## src/rtl/efrc_pkg.sv

```systemverilog
// Package for the escaped frame receiver: widths, byte codes, result type and CRC step.
// No dependencies; used by every module of the block.
`timescale 1ns / 1ps
`default_nettype none

package efrc_pkg;

    localparam int LEN_BITS   = 24;
    localparam int COUNT_BITS = 24;

    localparam logic [7:0] CRC_POLY   = 8'h91;
    localparam logic [7:0] ESC_BYTE   = 8'd27;
    localparam logic [7:0] ESC_HEADER = 8'd28;

    localparam logic [1:0] EV_PAYLOAD  = 2'd0;
    localparam logic [1:0] EV_FRAME_OK = 2'd1;
    localparam logic [1:0] EV_CRC_BAD  = 2'd2;

    localparam logic CFG_HEADER_BYTE = 1'b0;
    localparam logic CFG_CRC_SEED    = 1'b1;

    typedef struct packed {
        logic [1:0]            event_kind;
        logic [7:0]            payload_byte;
        logic [7:0]            frame_type;
        logic [COUNT_BITS-1:0] payload_count;
    } result_t;

    function automatic logic [7:0] crc_fold(input logic [7:0] acc, input logic [7:0] b);
        logic [7:0] v;
        v = acc ^ b;
        for (int k = 0; k < 8; k++)
        begin
            if (v[0])
            begin
                v = v ^ CRC_POLY;
            end
            v = v >> 1;
        end
        return v;
    endfunction

endpackage

`default_nettype wire

```

## src/rtl/efrc_deframer.sv

```systemverilog
// Frame state machine: header hunt, length assembly, unescaping and CRC check.
// Depends on efrc_pkg for the CRC step, byte codes and the result type.
`timescale 1ns / 1ps
`default_nettype none

module efrc_deframer
    import efrc_pkg::*;
(
    input  wire logic       clk,
    input  wire logic       rst_n,
    input  wire logic       accept,
    input  wire logic [7:0] rx_byte,
    input  wire logic [7:0] header_byte,
    input  wire logic [7:0] crc_seed,
    output logic            res_valid,
    output result_t         res
);

    localparam logic [2:0] PH_HEADER = 3'd0;
    localparam logic [2:0] PH_TYPE   = 3'd1;
    localparam logic [2:0] PH_LEN1   = 3'd2;
    localparam logic [2:0] PH_LEN2   = 3'd3;
    localparam logic [2:0] PH_LEN3   = 3'd4;
    localparam logic [2:0] PH_DATA   = 3'd5;
    localparam logic [2:0] PH_CRC    = 3'd6;

    logic [2:0]          phase_reg, phase_next;
    logic                esc_reg, esc_next;
    logic [7:0]          type_reg, type_next;
    logic [7:0]          len0_reg, len0_next;
    logic [7:0]          len1_reg, len1_next;
    logic [LEN_BITS-1:0] length_reg, length_next;
    logic [LEN_BITS-1:0] seen_reg, seen_next;
    logic [LEN_BITS-1:0] emitted_reg, emitted_next;
    logic [7:0]          crc_reg, crc_next;

    logic [7:0] unesc;
    logic [7:0] value;
    logic       esc_start;

    assign unesc     = (rx_byte == ESC_HEADER) ? header_byte : rx_byte;
    assign value     = esc_reg ? unesc : rx_byte;
    assign esc_start = !esc_reg && (rx_byte == ESC_BYTE);

    always_comb
    begin
        phase_next   = phase_reg;
        esc_next     = esc_reg;
        type_next    = type_reg;
        len0_next    = len0_reg;
        len1_next    = len1_reg;
        length_next  = length_reg;
        seen_next    = seen_reg;
        emitted_next = emitted_reg;
        crc_next     = crc_reg;
        res_valid    = 1'b0;
        res.event_kind   = EV_PAYLOAD;
        res.payload_byte = 8'd0;
        unique case (phase_reg)
            PH_HEADER:
            begin
                if (rx_byte == header_byte)
                begin
                    phase_next = PH_TYPE;
                end
            end
            PH_TYPE:
            begin
                type_next    = rx_byte;
                esc_next     = 1'b0;
                length_next  = '0;
                seen_next    = '0;
                emitted_next = '0;
                crc_next     = crc_fold(crc_seed, rx_byte);
                phase_next   = PH_LEN1;
            end
            PH_LEN1, PH_LEN2, PH_LEN3:
            begin
                crc_next = crc_fold(crc_reg, rx_byte);
                if (esc_start)
                begin
                    esc_next = 1'b1;
                end
                else
                begin
                    esc_next = 1'b0;
                    if (phase_reg == PH_LEN1)
                    begin
                        len0_next  = value;
                        phase_next = PH_LEN2;
                    end
                    else if (phase_reg == PH_LEN2)
                    begin
                        len1_next  = value;
                        phase_next = PH_LEN3;
                    end
                    else
                    begin
                        length_next = LEN_BITS'({value, len1_reg, len0_reg});
                        seen_next   = '0;
                        phase_next  = (LEN_BITS'({value, len1_reg, len0_reg}) != '0)
                                      ? PH_DATA : PH_CRC;
                    end
                end
            end
            PH_DATA:
            begin
                crc_next  = crc_fold(crc_reg, rx_byte);
                seen_next = seen_reg + 1'b1;
                if (esc_start)
                begin
                    esc_next = 1'b1;
                end
                else
                begin
                    esc_next         = 1'b0;
                    emitted_next     = emitted_reg + 1'b1;
                    res_valid        = 1'b1;
                    res.event_kind   = EV_PAYLOAD;
                    res.payload_byte = value;
                end
                if (seen_next == length_reg)
                begin
                    esc_next   = 1'b0;
                    phase_next = PH_CRC;
                end
            end
            PH_CRC:
            begin
                if (esc_start)
                begin
                    esc_next = 1'b1;
                end
                else
                begin
                    esc_next       = 1'b0;
                    phase_next     = PH_HEADER;
                    res_valid      = 1'b1;
                    res.event_kind = (value == crc_reg) ? EV_FRAME_OK : EV_CRC_BAD;
                end
            end
            default:
            begin
                phase_next = PH_HEADER;
                esc_next   = 1'b0;
            end
        endcase
        res_valid         = res_valid && accept;
        res.frame_type    = type_next;
        res.payload_count = COUNT_BITS'(emitted_next);
    end

    always_ff @(posedge clk or negedge rst_n)
    begin
        if (!rst_n)
        begin
            phase_reg   <= PH_HEADER;
            esc_reg     <= 1'b0;
            type_reg    <= 8'd0;
            len0_reg    <= 8'd0;
            len1_reg    <= 8'd0;
            length_reg  <= '0;
            seen_reg    <= '0;
            emitted_reg <= '0;
            crc_reg     <= 8'd0;
        end
        else if (accept)
        begin
            phase_reg   <= phase_next;
            esc_reg     <= esc_next;
            type_reg    <= type_next;
            len0_reg    <= len0_next;
            len1_reg    <= len1_next;
            length_reg  <= length_next;
            seen_reg    <= seen_next;
            emitted_reg <= emitted_next;
            crc_reg     <= crc_next;
        end
    end

endmodule

`default_nettype wire

```

## src/rtl/efrc_out_buf.sv

```systemverilog
// Two-entry result buffer between the state machine and the output channel.
// Depends on efrc_pkg for the result type.
`timescale 1ns / 1ps
`default_nettype none

module efrc_out_buf
    import efrc_pkg::*;
(
    input  wire logic    clk,
    input  wire logic    rst_n,
    input  wire logic    push,
    input  wire result_t push_data,
    output logic         space,
    output logic         out_valid,
    input  wire logic    out_ready,
    output result_t      head
);

    logic [1:0] count_reg, count_next;
    result_t    e0_reg, e0_next;
    result_t    e1_reg, e1_next;
    logic       pop;

    assign pop       = out_valid && out_ready;
    assign out_valid = (count_reg != 2'd0);
    assign space     = (count_reg != 2'd2);
    assign head      = e0_reg;

    always_comb
    begin
        count_next = count_reg;
        e0_next    = e0_reg;
        e1_next    = e1_reg;
        if (push && !pop)
        begin
            if (count_reg == 2'd0)
            begin
                e0_next = push_data;
            end
            else
            begin
                e1_next = push_data;
            end
            count_next = count_reg + 2'd1;
        end
        else if (pop && !push)
        begin
            e0_next    = e1_reg;
            count_next = count_reg - 2'd1;
        end
        else if (pop && push)
        begin
            if (count_reg == 2'd1)
            begin
                e0_next = push_data;
            end
            else
            begin
                e0_next = e1_reg;
                e1_next = push_data;
            end
        end
    end

    always_ff @(posedge clk or negedge rst_n)
    begin
        if (!rst_n)
        begin
            count_reg <= 2'd0;
        end
        else
        begin
            count_reg <= count_next;
        end
    end

    always_ff @(posedge clk)
    begin
        e0_reg <= e0_next;
        e1_reg <= e1_next;
    end

endmodule

`default_nettype wire

```

## src/rtl/escaped_frame_receiver_crc8_core.sv

```systemverilog
// Top level of the escaped frame receiver with CRC-8 check.
// Depends on efrc_pkg, efrc_deframer and efrc_out_buf.
//
// Bytes from the serial link enter on the in_valid / in_ready channel, one
// request per byte. Every accepted request updates the frame state at once and
// may produce one result: an unescaped payload byte, a good-frame event or a
// CRC mismatch event. Results leave on the out_valid / out_ready channel.
// A result is registered into the result buffer as the byte that caused it is
// accepted; bytes that cause no result are simply absorbed.
// Throughput is one byte per cycle while the output side keeps up; the limit
// is the combinational state update with its unrolled eight-step CRC fold.
// A two-entry result buffer decouples the sides: input is still accepted while
// one result waits, and in_ready drops only when both entries are occupied.
// Reset sets header_byte to 126, crc_seed to 0, empties the buffer and returns
// the receiver to header hunting. Registers are written through cfg_we,
// cfg_index and cfg_data, taking effect at the next clock edge, and should be
// written only while no frame is in progress.
`timescale 1ns / 1ps
`default_nettype none

module escaped_frame_receiver_crc8_core
    import efrc_pkg::*;
(
    input  wire logic                  clk,
    input  wire logic                  rst_n,
    input  wire logic                  cfg_we,
    input  wire logic                  cfg_index,
    input  wire logic [7:0]            cfg_data,
    input  wire logic                  in_valid,
    output logic                       in_ready,
    input  wire logic [7:0]            rx_byte,
    output logic                       out_valid,
    input  wire logic                  out_ready,
    output logic [1:0]                 event_kind,
    output logic [7:0]                 payload_byte,
    output logic [7:0]                 frame_type,
    output logic [COUNT_BITS-1:0]      payload_count
);

    logic [7:0] header_byte_reg;
    logic [7:0] crc_seed_reg;
    logic       accept;
    logic       res_valid;
    result_t    res;
    result_t    head;

    always_ff @(posedge clk or negedge rst_n)
    begin
        if (!rst_n)
        begin
            header_byte_reg <= 8'd126;
            crc_seed_reg    <= 8'd0;
        end
        else if (cfg_we)
        begin
            unique case (cfg_index)
                CFG_HEADER_BYTE: header_byte_reg <= cfg_data;
                CFG_CRC_SEED:    crc_seed_reg    <= cfg_data;
                default:         header_byte_reg <= header_byte_reg;
            endcase
        end
    end

    assign accept = in_valid && in_ready;

    efrc_deframer u_deframer (
        .clk         (clk),
        .rst_n       (rst_n),
        .accept      (accept),
        .rx_byte     (rx_byte),
        .header_byte (header_byte_reg),
        .crc_seed    (crc_seed_reg),
        .res_valid   (res_valid),
        .res         (res)
    );

    efrc_out_buf u_out_buf (
        .clk       (clk),
        .rst_n     (rst_n),
        .push      (res_valid),
        .push_data (res),
        .space     (in_ready),
        .out_valid (out_valid),
        .out_ready (out_ready),
        .head      (head)
    );

    assign event_kind    = head.event_kind;
    assign payload_byte  = head.payload_byte;
    assign frame_type    = head.frame_type;
    assign payload_count = head.payload_count;

endmodule

`default_nettype wire
```

## config.mk

```make
export PLATFORM = sky130hd
export DESIGN_NAME = escaped_frame_receiver_crc8_core
export DESIGN_NICKNAME = d
export VERILOG_FILES = /design/src/rtl/efrc_pkg.sv /design/src/rtl/efrc_deframer.sv /design/src/rtl/efrc_out_buf.sv /design/src/rtl/escaped_frame_receiver_crc8_core.sv
export SDC_FILE = /design/constraint.sdc
export NUM_CORES = 1
export LEC_CHECK = 0
export ABC_CLOCK_PERIOD_IN_PS = 6900
export BUFFER_PORTS_ARGS = -buffer_cell sky130_fd_sc_hd__buf_2
export CORE_MARGIN = 4
export CORE_UTILIZATION = 45
export DETAILED_ROUTE_END_ITERATION = 6
export GPL_TIMING_DRIVEN = 0
export PLACE_DENSITY = 0.59
export SYNTH_ARGS = -nofsm -noshare
export SYNTH_HDL_FRONTEND = slang
export SYNTH_HIERARCHICAL = 1
export SYNTH_SLANG_ARGS = --single-unit
export TNS_END_PERCENT = 10
```

## constraint.sdc

```tcl
create_clock -name clk -period 6.9 [get_ports clk]
set_input_delay 1.38 -clock clk [delete_from_list [all_inputs] [get_ports clk]]
set_output_delay 1.38 -clock clk [all_outputs]
set_load 0.03 [all_outputs]
```

==> impl_results.md <==
- Status: finished, final reports clean
- Final Setup Violations: 0
- Clk_lat worst skew: around 530 ps
- Switch share: 37.5%
- Vias/cell: about 5.6
- Crit path cell chain: buf_2 -> nor4b_4 -> nand3_1 -> nand2_1 -> nor3_1 -> buf_2 -> inv_1 -> clkbuf_1 -> a211oi_4 -> buf_16 -> buf_16
- Highest metal used: met4
- Number of max-cap violations: 0
- Setup CP Type: in2reg
- Switching pwr: approximately 0.0021 W
- Initial Util: 46.1%
- Syn nets: ~1200
- RSZ-0062 raised after global routing: false
- FP Rows: a little under 60
- Clk slew on worst S/H paths: roughly 60 ps
- Post-synth EDFFs: 84
- Share of the synthesized area in the top cell type: 25.5%
- Via count: between 9000 and 10000
- Die Width: roughly 170 um
- Largest net degree at the start of global routing: 81
- Final Hold Vio Count: 0
- Syn-to-layout area delta: 14.9%
- Synth Instances: about 1200
- TritonCTS Buffers: 25
- Post-synth top cells: nand2_1, dfrtp_1, o21ai_0
- Finished Layout Cells: around 1600
- Clock power frac: 26.1%
- Top cells by area, synth: dfrtp_1, edfxtp_1, nand2_1
- Share of cells above drive strength 1: between 15 and 20%
- HP Class: reg2reg
- Period utilization: approximately 60%
- Die height: 169 um
- Inst Count DP: 1580
- Final Slew Violations: 0
- Dominant cell type by area after synthesis: dfrtp_1
- Worst path max stage delay: slightly above 800 ps
- Resized Gates After CTS: 0
- Fin crit period: about 4200 ps
- Detailed Route WL: about 30000 um
- P per Cell Area: around 410 mW/mm^2
- Peak VDD IR: around 0.00025 V
- DRT antenna net count: 0
- Int Pwr: roughly 0.0035 W
- Core Region: between 0.02 and 0.03 mm^2
- Sequential element share of the synthesized area: 48.5%
- Combinational share of power: 37.6%
- WL per Instance: between 15 and 20 um
- Top-count cell post-synth: nand2_1
- H-tree depth: 1
- Multi-input gate area: about 0.0056 mm^2
- Pre-antenna DRT Iters: 5
- Mapped cell area: between 0.01 and 0.015 mm^2
- Number of diodes: 0
- Routed wl met3: around 1900 um
- Worst R2R End: u_out_buf/e1_reg[23]
- Initial DRC count: around 700
- Overflow after GRT: 0
- Total track usage: between 20% and 30%
- Initial antenna violation count: 0
- Seq. cell area: 0.00566 mm^2
- Worst Hold Launch: u_deframer/length_reg[21]
- Ys flop type: dfrtp_1
- Max FO, Critical Path: 16
- Die area: 0.0286 mm^2
- Crit path DAT: ~4400 ps
- Syn. warnings: 6
- Worst Setup End Kind: flop
- Root Driver: clkbuf_16
- Reg power frac: a little over a third
- Met2 wire len: roughly 13000 um
- Flops & latches, synth: between 200 and 250
- Worst Hold Path EP: u_deframer/length_reg[21]
- Dpl hpwl: 21600 um
- Share of async-settable or async-resettable flops after synthesis: between 50% and 60%
- Post-Route Utilization: 52.9%
- Post-CTS Setup Bufs: 0
- DRC errors left: 0
- Clock sinks: 209
- Layout Nets: 1307
- R2r setup slk: just over 3000 ps
- Fmax: ~0.24 GHz
- Worst Tran Pin Value: ~1300 ps
- P_leak: approximately 5.3 nW
- Hold-critical path depth: 2
- Hold Buf Count CTS: 0
- Worst EP required: between 7000 and 8000 ps
- Distinct cells, synth: 74
- I/O pins: 66
- Number of global-route vias before repair: approximately 8700
- Critical path's slowest cell: a211oi_4
- Reg2Reg Depth: 12
- Crit start category: input port
- PortBufs: 58
- Worst r2r src: u_out_buf/count_reg[0]
- Fill cell count: roughly 2300
- Met1 WL: between 10000 and 15000 um
- First-pass GRT wire length: about 49000 um
- Clock Tree Buf Depth: 3
- CTS tree: yes
- Slew headroom: ~14%
- RePlAce Congestion: just under 0.9
- Clk_skew: 9.31 ps
- Mean area per synthesized cell: 9.82 um^2
## routing by layer
metal	vias up	global-route usage (%)
met5	-	0
met4	0	5.39
met3	37	2.97
met2	262	30.7
met1	4446	33.4
li1	4432	-
## through the flow
| step | hold WS (ps) | area [um^2] | setup WS, ps | setup TNS (ps) | total power, W |
|---|---|---|---|---|---|
| global placement | 488 | 12400 | -1690 | -71050 | 0.00403 |
| finish | 499 | 13400 | 2740 | 0 | 0.00554 |
| floorplan | 470 | 11700 | 621 | 0 | 0.00347 |
| detailed placement | 494 | 12500 | 2210 | 0 | 0.00411 |
| CTS | 508 | 13400 | 2760 | 0 | 0.00558 |
| global route | 527 | 13400 | 2540 | 0 | 0.00588 |
## worst max path at each step
stage / start / end / depth (start not counted)
2_1_floorplan: rx_byte[4] / u_out_buf/e1_reg[0] / 9
3_3_place_gp: rx_byte[4] / u_out_buf/e1_reg[40] / 9
3_5_place_dp: rx_byte[4] / u_out_buf/e1_reg[29] / 11
4_1_cts: rx_byte[4] / u_out_buf/e1_reg[22] / 11
5_1_grt: rx_byte[4] / u_out_buf/e1_reg[22] / 11
6_report: rx_byte[4] / u_out_buf/e1_reg[23] / 11
## critical path: cells and delay by family
family / cells / cell delay, ps
compound gates: 1 / 810
buf+inv: 6 / 1310
simple gates: 4 / 850
## cells by family (layout without fill, tap and decap cells)
| group | after synthesis | count (layout) | synth area share, % |
|---|---|---|---|
| and+or+nand+nor | 449 | 449 | 20.0 |
| AOI/OAI and AO/OA | 285 | 285 | 15.6 |
| DFF | 209 | 209 | 48.5 |
| xor gates and xnor gates | 101 | 101 | 7.58 |
| buffers and inverters | 96 | 204 | 3.68 |
| muxes | 40 | 40 | 3.79 |
| adders and majority gates | 8 | 8 | 0.858 |
## power by group through the flow
stage,Combinational [W],Clock (W),Sequential [W]
floorplan,0.00122,0,0.00225
global placement,0.00198,0,0.00205
detailed placement,0.00208,0,0.00203
CTS,0.00209,0.00147,0.00201
global route,0.00229,0.00152,0.00207
finish,0.00208,0.00145,0.00201
## placed cells by master (no fill, tap or decap), types with 34 or more instances in the layout
| cell | instances |
|---|---|
| xnor2_1 | 67 |
| o211ai_1 | 46 |
| nor2_1 | 95 |
| nor2b_1 | 45 |
| edfxtp_1 | 84 |
| dfrtp_1 | 119 |
| o21ai_0 | 117 |
| xor2_1 | 34 |
| a21oi_1 | 38 |
| buf_2 | 92 |
| clkbuf_1 | 40 |
| nand2_1 | 168 |
## cell type report
| type | instances | area share [%] |
|---|---|---|
| Inverter | 19 | 0.532 |
| Clock inverter | 10 | 1.33 |
| Timing Repair Buffer | 62 | 3.03 |
| Tap cell | 330 | 3.08 |
| Multi-Input combinational cell | 883 | 41.7 |
| Sequential cell | 209 | 42.2 |
| Buffer | 77 | 2.67 |
| Clock buffer | 36 | 5.42 |
Note: power is estimated with default switching activity, not from simulation.
